==> src/bctm_pkg.sv <==
package bctm_pkg;

  localparam int COORD_BITS  = 16;
  localparam int OFFSET_BITS = 48;
  localparam int SIZE_W      = 9;
  localparam int STRIDE_W    = 32;
  localparam int IDX_W       = 16;
  localparam int SUM_W       = COORD_BITS + 1;
  localparam int CFG_AW      = 4;
  localparam int CFG_DW      = 32;

  typedef enum logic [CFG_AW-1:0] {
    REG_GRID_ROWS  = 4'd0,
    REG_GRID_COLS  = 4'd1,
    REG_ROW_OFFSET = 4'd2,
    REG_COL_OFFSET = 4'd3,
    REG_ROW_STRIDE = 4'd4,
    REG_COL_STRIDE = 4'd5,
    REG_VP_ROWS    = 4'd6,
    REG_VP_COLS    = 4'd7
  } cfg_reg_t;

  typedef struct packed {
    logic [COORD_BITS-1:0] tile_row;
    logic [COORD_BITS-1:0] tile_col;
  } in_t;

  typedef struct packed {
    logic [IDX_W-1:0]       owner_rank;
    logic [IDX_W-1:0]       vp_index;
    logic [OFFSET_BITS-1:0] byte_offset;
  } out_t;

endpackage

==> src/bctm_div.sv <==
module bctm_div
  import bctm_pkg::*;
(
  input  logic              clk,
  input  logic              en,
  input  logic [SUM_W-1:0]  dividend,
  input  logic [SIZE_W-1:0] divisor,
  output logic [SUM_W-1:0]  quotient,
  output logic [SIZE_W-1:0] remainder
);

  logic [SIZE_W-1:0] rem_r   [SUM_W];
  logic [SIZE_W-1:0] rem_nxt [SUM_W];
  logic [SUM_W-1:0]  dq_r    [SUM_W];
  logic [SUM_W-1:0]  dq_nxt  [SUM_W];

  for (genvar s = 0; s < SUM_W; s++) begin : g_stage
    logic [SIZE_W-1:0] src_rem;
    logic [SUM_W-1:0]  src_dq;
    logic [SIZE_W:0]   trial;
    logic              ge;

    if (s == 0) begin : g_first
      assign src_rem = '0;
      assign src_dq  = dividend;
    end else begin : g_rest
      assign src_rem = rem_r[s-1];
      assign src_dq  = dq_r[s-1];
    end

    always_comb begin
      trial      = {src_rem, src_dq[SUM_W-1]};
      ge         = (trial >= {1'b0, divisor});
      rem_nxt[s] = ge ? SIZE_W'(trial - {1'b0, divisor}) : SIZE_W'(trial);
      dq_nxt[s]  = {src_dq[SUM_W-2:0], ge};
    end

    always_ff @(posedge clk) begin
      if (en) begin
        rem_r[s] <= rem_nxt[s];
        dq_r[s]  <= dq_nxt[s];
      end
    end
  end

  assign quotient  = dq_r[SUM_W-1];
  assign remainder = rem_r[SUM_W-1];

endmodule

==> config.mk <==
export PLATFORM = sky130hd
export DESIGN_NAME = bctm_div
export DESIGN_NICKNAME = d
export VERILOG_FILES = /design/src/bctm_pkg.sv /design/src/bctm_div.sv
export SDC_FILE = /design/constraint.sdc
export NUM_CORES = 1
export LEC_CHECK = 0
export ABC_AREA = 1
export BUFFER_PORTS_ARGS = -buffer_cell sky130_fd_sc_hd__buf_2
export CAP_MARGIN = 20
export CORE_MARGIN = 4
export CORE_UTILIZATION = 49
export DETAILED_ROUTE_END_ITERATION = 12
export PLACE_DENSITY_LB_ADDON = 0.25
export SKIP_CTS_REPAIR_TIMING = 1
export SLEW_MARGIN = 20
export SYNTH_ARGS = -nofsm -noshare
export SYNTH_HDL_FRONTEND = slang
export SYNTH_SLANG_ARGS = --single-unit
==> constraint.sdc <==
create_clock -name clk -period 4.5 [get_ports clk]
set_clock_uncertainty 0.2 [all_clocks]
set_input_delay 0.9 -clock clk [delete_from_list [all_inputs] [get_ports clk]]
set_output_delay 0.9 -clock clk [all_outputs]
set_load 0.01 [all_outputs]
# [Word level (Yosys, flattened, before mapping)]
# Memory sizes are Yosys's and may differ from the RTL's.
# Index checks and enable logic that the tools add are counted.
[totals] ff_bits=0 in_bits=28 mem_bits_rw=442 elab_cells=55 mem_count=2 out_inout_bits=26
[op_classes] magnitude_cmp=17 muxes=19 addsub=17
[mem_list] memory="dq_r" words=17 width=17 read_ports=17 rd_clocked_by_memory_dff=0 write_ports=17 line_no="bctm_div.sv:14" source="logic [SUM_W-1:0] dq_r [SUM_W];"
[mem_list] memory="rem_r" words=17 width=9 read_ports=17 rd_clocked_by_memory_dff=0 write_ports=17 line_no="bctm_div.sv:12" source="logic [SIZE_W-1:0] rem_r [SUM_W];"
[op_table] op="10-bit by 9-bit greater-or-equal comparator with 1-bit output" n=16
[op_table] op="9-bit 2-to-1 mux" n=17
[op_table] op="9-bit subtractor" n=16
[op_table] op="1-bit by 9-bit greater-or-equal comparator with 1-bit output" n=1
[op_table] op="1-bit by 9-bit subtractor with 9-bit output" n=1
[op_table] op="1-bit 2-to-1 mux" n=2

# [Logic depth before layout (Yosys ltp)]
# Gate-level depths: netlist (run 1).
# An unclocked memory read counts as a cell.
[depth] word_depth=3 mapped_depth=12 mapped_depth_nobuf=12

# [Worst setup path before layout (run 1)]
# No wires, ideal clock.
[synth_timing] path_type="input to register" startpoint="input divisor[1]" endpoint="memory rem_r[15][7], in the netlist rem_r[1][70], data pin" cell_stages=10 t_arrival_ns=2.939 slack_ns=1.109 n_path_buf=0 t_required_ns=4.048 setup_time_ns=0.252 path_cell_list="inv_1 -> ha_1 -> nand2_1 -> inv_1 -> nand3b_1 -> nor2_2 -> nor2_4 -> nand2_8 -> nand2_2 -> nand2_2"
[synth_rtl] item="from (decl)" line_no="bctm_div.sv:7" source="input logic [SIZE_W-1:0] divisor,"
[synth_rtl] item="to (decl)" line_no="bctm_div.sv:12"

==> impl_metrics.ini, run 1 <==
[grt]
grt_overflow = 0
groute.usage.overall_pct = 18.0
grt_max_degree = 111
antenna_found_initial = 0
grt_pass1_wl_microns = 77000
grt_pass1_vias = 15500

[cells_and_area]
final_common_cell = nand2_1
stdcell_area_sq_um = 26700
layout-drive-gt1-share_pct = 15.9
fin_util_pct = 55.7
diodes = 0
area_delta_synth_final_pct = 12.1
nNetsFinal = 2670
layout_common_cells = nand2_1, edfxtp_1, inv_1

[sta]
drv_slew = 0
setup_viol = 0
rsz0062_at_grt = false
finalHoldViolCount = 0
fmaxAchievable_mhz = 341
tightest_slew_ps = 905
fin_crit_ps = 2930
fin_crit_sh_pct = 65.2
setup_tns_ps = 0
slew_headroom_pct = 39.6

[yosys]
syn_inst = 2351
synth_adder_area_share_pct = 9.01
synthMuxAreaShare_pct = 0
ys_ff_latch = 442
synth_top_area_cell = edfxtp_1
synth.avg_cell_area_sq_um = 10.1
synth-compound-area-share_pct = 1.17
post_synth_num_cell_types = 27
synth_top_family_by_area = simple AND/OR/NAND/NOR gates
synth_area_leaders = edfxtp_1, nand2_1, ha_1
syn_nets = 2541
synth-xor-area-share_pct = 1.80
yosysSeqAreaShare_pct = 55.7
yosys_warnings = 0
yosysTopAreaCellShare_pct = 55.7
syn_area_sq_um = 23800
yosys.area_share.simple_pct = 26.8

[job]
drv_cap = 0

[cts]
cts_made_buffers = 49
cts_buffer_depth = 3
clockRootBuffer = clkbuf_16
htreeDepth = 2
clk_latency_ps = 590
path_clk_slew_ps = 60
cts.sinks = 442
cts_tree = done

[power]
powerDensity_nw_per_um2 = 624
peakVddDrop_v = 0.000286
power_leakage_nw = 12.3

[critical_path]
path_cells = buf_2 > ha_1 > inv_1 > fa_1 > nand3_1 > nand3_2 > nand2_1 > nand2_2 > nand2_4 > nand2_8 > nand2_2 > nand2_1
crit_type = input pin to register
arrival_ps = 3060
worstPathRequired_ps = 4620
cp_slowest_cell = buf_2
start_kind = input pin
max_stage_delay_ps = 530
crit_family = simple AND/OR/NAND/NOR gates
critPathCaptureType = register
path_buf_inv = 2
path_max_fanout = 17

[routing]
drc = 0
wl_microns = 47300
via_per_inst = 5.05
ant_nets = 0
routedWlPerCell_microns = 15.1
drt_iter0_drc = 864
vias = 15800
dr.pass1.iters = 5

[place]
portBuffers = 53
hpwlAfterDp_microns = 33200
dpl_cell_area_sq_um = 25100
place_congestion = 0.891

[run_status]
status = complete, no violations

[floorplanning]
rows = 80
start_util_pct = 49.7
die_area_sq_um = 52200
die_height_microns = 229
core_sq_um = 47900
chipWidth_microns = 229
io_pins = 54

[hold_path]
min_path_type = register to register
-- sequential cells by signal, summed over array words and instances, names as in the netlist --
name	cells
dq_r	289
rem_r	153
-- cell type report --
type,instances,area (sq um)
Fill cell,4058,21200
Multi-Input combinational cell,1555,9240
Timing Repair Buffer,78,513
Clock buffer,63,1320
Inverter,354,1330
Sequential cell,442,13300
Clock inverter,24,285
Tap cell,615,769
-- cells in the mapped netlist (all sizes together) --
cell type,number
inv,353
nand3,269
nand3b,9
fa,16
nand2,896
xor2,49
nor4,1
a31oi,1
a21oi,40
nor2,87
o21ai,1
clkinv,1
nand4,18
nor3,22
ha,146
edfxtp,442
-- worst reg2reg max path, delay by kind of cell, from the launching register on --
family	cells	cell delay, ps
buf+inv	2	170
flops	1	480
simple gates	8	820
fa+ha+maj	2	540
-- report_power, final --
part | leakage [nW] | internal, mW | switching (mW) | total (mW)
registers | 4.33 | 5.75 | 0.529 | 6.27
clock network | 0.774 | 2.41 | 1.59 | 4.00
logic | 7.17 | 2.32 | 4.08 | 6.40
-- cells by family after synthesis --
| kind of cell | after synthesis |
|---|---|
| adder cells (fa/ha/maj) | 162 |
| flip-flops | 442 |
| buffers and inverters | 354 |
| XOR/XNOR | 49 |
| AND/OR/NAND/NOR | 1302 |
| AO/OA/AOI/OAI | 42 |
-- routing by layer --
layer / part of all wire (%) / vias to the layer above / GRT usage [%]
met1: 46 / 7391 / 24.0
li1: - / 8038 / -
met3: 4.2 / 102 / 2.90
met5: 0 / - / 0
met2: 47 / 294 / 30.0
met4: 3.4 / 0 / 6.68
-- worst paths after layout --
| kind | from | to | slack [ps] | cells after the start |
|---|---|---|---|---|
| setup / recovery | divisor[0] | rem_r[0][34]$_DFFE_PP_ | 1570 | 12 |
| hold / removal | dq_r[1][58]$_DFFE_PP_ | dq_r[1][76]$_DFFE_PP_ | 220 | 0 |
| setup reg to reg | dq_r[1][84]$_DFFE_PP_ | rem_r[1][53]$_DFFE_PP_ | 2040 | 12 |
| hold reg to reg | dq_r[1][58]$_DFFE_PP_ | dq_r[1][76]$_DFFE_PP_ | 220 | 0 |
-- per-stage QoR --
step	setup WS [ps]	hold WS (ps)	instances	total power, mW
detailed placement	967	205	3044	12.7
floorplan	1110	200	2351	11.2
finish	1570	215	3131	16.7
global route	1440	216	3131	18.0
CTS	1590	214	3131	16.8
global placement	994	200	3044	12.5
Power figures use the tool's default switching activity.
==> inputs of run 2 (changes only) <==
Settings changed: ABC_AREA 1 to 0.
Clock period 4.5 ns to 2.5 ns, I/O delays scaled along.
==> impl_metrics.ini, run 2 <==
[sta]
finalHoldViolCount = 0
tightest_slew_ps = 460
worst_slack_ps = -96.1
fin_hold_ws_ps = 30.7
slew_headroom_pct = 69.1
rsz0062_at_grt = true
fmaxAchievable_mhz = 385
fin_crit_sh_pct = 104
drv_slew = 0
fin_crit_ps = 2600
setup_tns_ps = -1260
setup_viol = 44

[yosys]
synth.avg_cell_area_sq_um = 14.2
yosysTopAreaCellShare_pct = 62.0
synth_adder_area_share_pct = 10.0
synthArstFlopShare_pct = 0
yosysSeqAreaShare_pct = 62.0
syn_inst = 1504
synth-compound-area-share_pct = 11.8
yosys.area_share.simple_pct = 6.29
syn_nets = 1694
synthMuxAreaShare_pct = 5.18
synth_top_area_cell = edfxtp_1
yosysMostFrequentCell = edfxtp_1
syn_area_sq_um = 21400
synth_top_family_by_area = compound AO/OA/AOI/OAI gates
post_synth_num_cell_types = 66
synth-xor-area-share_pct = 2.74
yosys_warnings = 0
synth_ff_type = edfxtp_1
synth_area_leaders = edfxtp_1, ha_1, mux2_2
ys_ff_latch = 442
synthTopCellsByCount = edfxtp_1, ha_1, a21oi_1, inv_1, nor2_1
synth_edf_count = 442

[cts]
cts_tree = done
path_clk_slew_ps = 60
cts.sinks = 442
htreeDepth = 2
cts_buffer_depth = 3
cts_made_buffers = 48
clockRootBuffer = clkbuf_16
clk_latency_ps = 580

[grt]
grt_max_degree = 68
antenna_found_initial = 0
groute.usage.overall_pct = 18.4
grt_pass1_vias = 14000
grt_overflow = 0
grt_pass1_wl_microns = 70100

[critical_path]
arrival_ps = 2720
max_stage_delay_ps = 460
regToRegSetupSlack_ps = -100
critPathCaptureType = register
crit_type = register to register
path_max_fanout = 2
r2r-start = dq_r[0][118]$_DFFE_PP_
worstPathRequired_ps = 2620
cp_slowest_cell = edfxtp_1
path_common_cell = a21oi_2
start_kind = register
path_cells = inv_1 > ha_2 > inv_2 > fa_2 > a21oi_2 > o211a_1 > buf_6 > o21bai_4 > o32ai_2 > a21oi_2
worstReg2RegEnd = rem_r[0][71]$_DFFE_PP_
rr_worst_depth = 10

[run_status]
status = finished, violations left
violations = negative setup slack

[routing]
via_per_inst = 5.30
ant_nets = 0
dr.pass1.iters = 5
routedWlPerCell_microns = 16.9
drt_iter0_drc = 678
drc = 0
vias = 14000
wl_microns = 44500

[power]
combPwrFrac_pct = 43.0
switching_share_pct = 31.2
powerDensity_nw_per_um2 = 1120
power_frac_seq_pct = 35.4
peakVddDrop_v = 0.000576
power_mw = 31.5
clockPowerShare_pct = 21.6
p_int_mw = 21.7
power_leakage_nw = 11.1
switchingPower_mw = 9.85

[floorplanning]
start_util_pct = 49.6
io_pins = 54
die_height_microns = 217
die_area_sq_um = 47100
rows = 76
chipWidth_microns = 217
core_sq_um = 43200

[hold_path]
holdPathEnd = rem_r[0][0]$_DFFE_PP_
worst_hold_path.num_cells = 3
holdCritStartpoint = dividend[16]
min_path_type = input pin to register

[cells_and_area]
top_regs = dq_r: 289 flops, rem_r: 153 flops
layout_common_cells = edfxtp_1, buf_4, ha_1
area_delta_synth_final_pct = 31.0
regMostFlops = dq_r
final_common_cell = edfxtp_1
diodes = 0
fillCellCount = 3231
largest_reg_flops = 289
stdcell_area_sq_um = 28000
nNetsFinal = 2203
layout-drive-gt1-share_pct = 36.9

[place]
hpwlAfterDp_microns = 30800
portBuffers = 53
place_congestion = 0.860
dpl_cell_area_sq_um = 25500

[job]
drv_cap = 0
-- run 2: cell types whose count changed in the layout (fill, tap and decap cells not counted), sizes merged, moves of 32 or more --
cell    previous run  this run
a21boi             0        33
a21o               0        37
a21oi             40       106
buf               78       447
inv              354        92
mux2               0        84
nand2            896        46
nand3            269        30
o21a               0        35
o21ai              1        33
xnor2              0        59
xor2              49         8
-- run 2: cells by family after synthesis --
logic type,count (synthesis)
adders and majority gates,162
xor gates and xnor gates,67
buffers and inverters,99
AOI/OAI and AO/OA,366
DFF,442
and+or+nand+nor,271
muxes,97
-- run 2: area by class of cell --
type	count	area, sq um	area share (%)
repair buffers	463	3740	13.3
multi-input cells	968	8440	30.1
inverters	90	347	1.24
well taps	585	732	2.61
clock buffers	60	1270	4.52
flip-flops and latches	442	13300	47.3
clock inverters	27	249	0.888
-- run 2: worst max path at each step --
stage               cells after the start                      to              startpoint  slack (ps)
global route                           10  rem_r[0][33]$_DFFE_PP_   dq_r[0][50]$_DFFE_PP_        -170
CTS                                     9  rem_r[1][35]$_DFFE_PP_   dq_r[1][50]$_DFFE_PP_        -270
floorplan                               7  rem_r[1][35]$_DFFE_PP_              divisor[1]        -730
detailed placement                     10   rem_r[2][3]$_DFFE_PP_              divisor[0]        -590
global placement                       10   rem_r[2][4]$_DFFE_PP_              divisor[0]        -540
finish                                 10  rem_r[0][71]$_DFFE_PP_  dq_r[0][118]$_DFFE_PP_        -100
-- run 2: critical path: cells and delay by family (launching register included) --
kind | cells | cell delay [ps]
flops | 1 | 460
buf+inv | 3 | 270
compound gates | 5 | 830
fa+ha+maj | 2 | 580
-- run 2: per-stage QoR --
| stage | std cells | util (%) | setup WS (ps) |
|---|---|---|---|
| finish | 2635 | 65.0 | -96.1 |
| global route | 2635 | 65.0 | -173 |
| CTS | 2585 | 62.5 | -266 |
| detailed placement | 2498 | 59.0 | -586 |
| global placement | 2498 | 59.0 | -539 |
| floorplan | 1504 | - | -727 |
-- run 2: metal layers --
| layer | GRT usage, % | share of wire [%] | up-vias |
|---|---|---|---|
| li1 | - | - | 6890 |
| met1 | 24.8 | 45 | 6780 |
| met2 | 30.9 | 49 | 225 |
| met3 | 3.41 | 3.8 | 75 |
| met4 | 5.19 | 2.4 | 0 |
| met5 | 0 | 0 | - |
-- run 2: power by group through the flow --
stage,Combinational (mW),Sequential [mW],Clock (mW)
global route,14.9,11.3,7.38
global placement,11.9,11.3,0
CTS,12.3,11.1,7.05
detailed placement,12.2,11.3,0
finish,13.6,11.2,6.81
floorplan,7.66,10.9,0
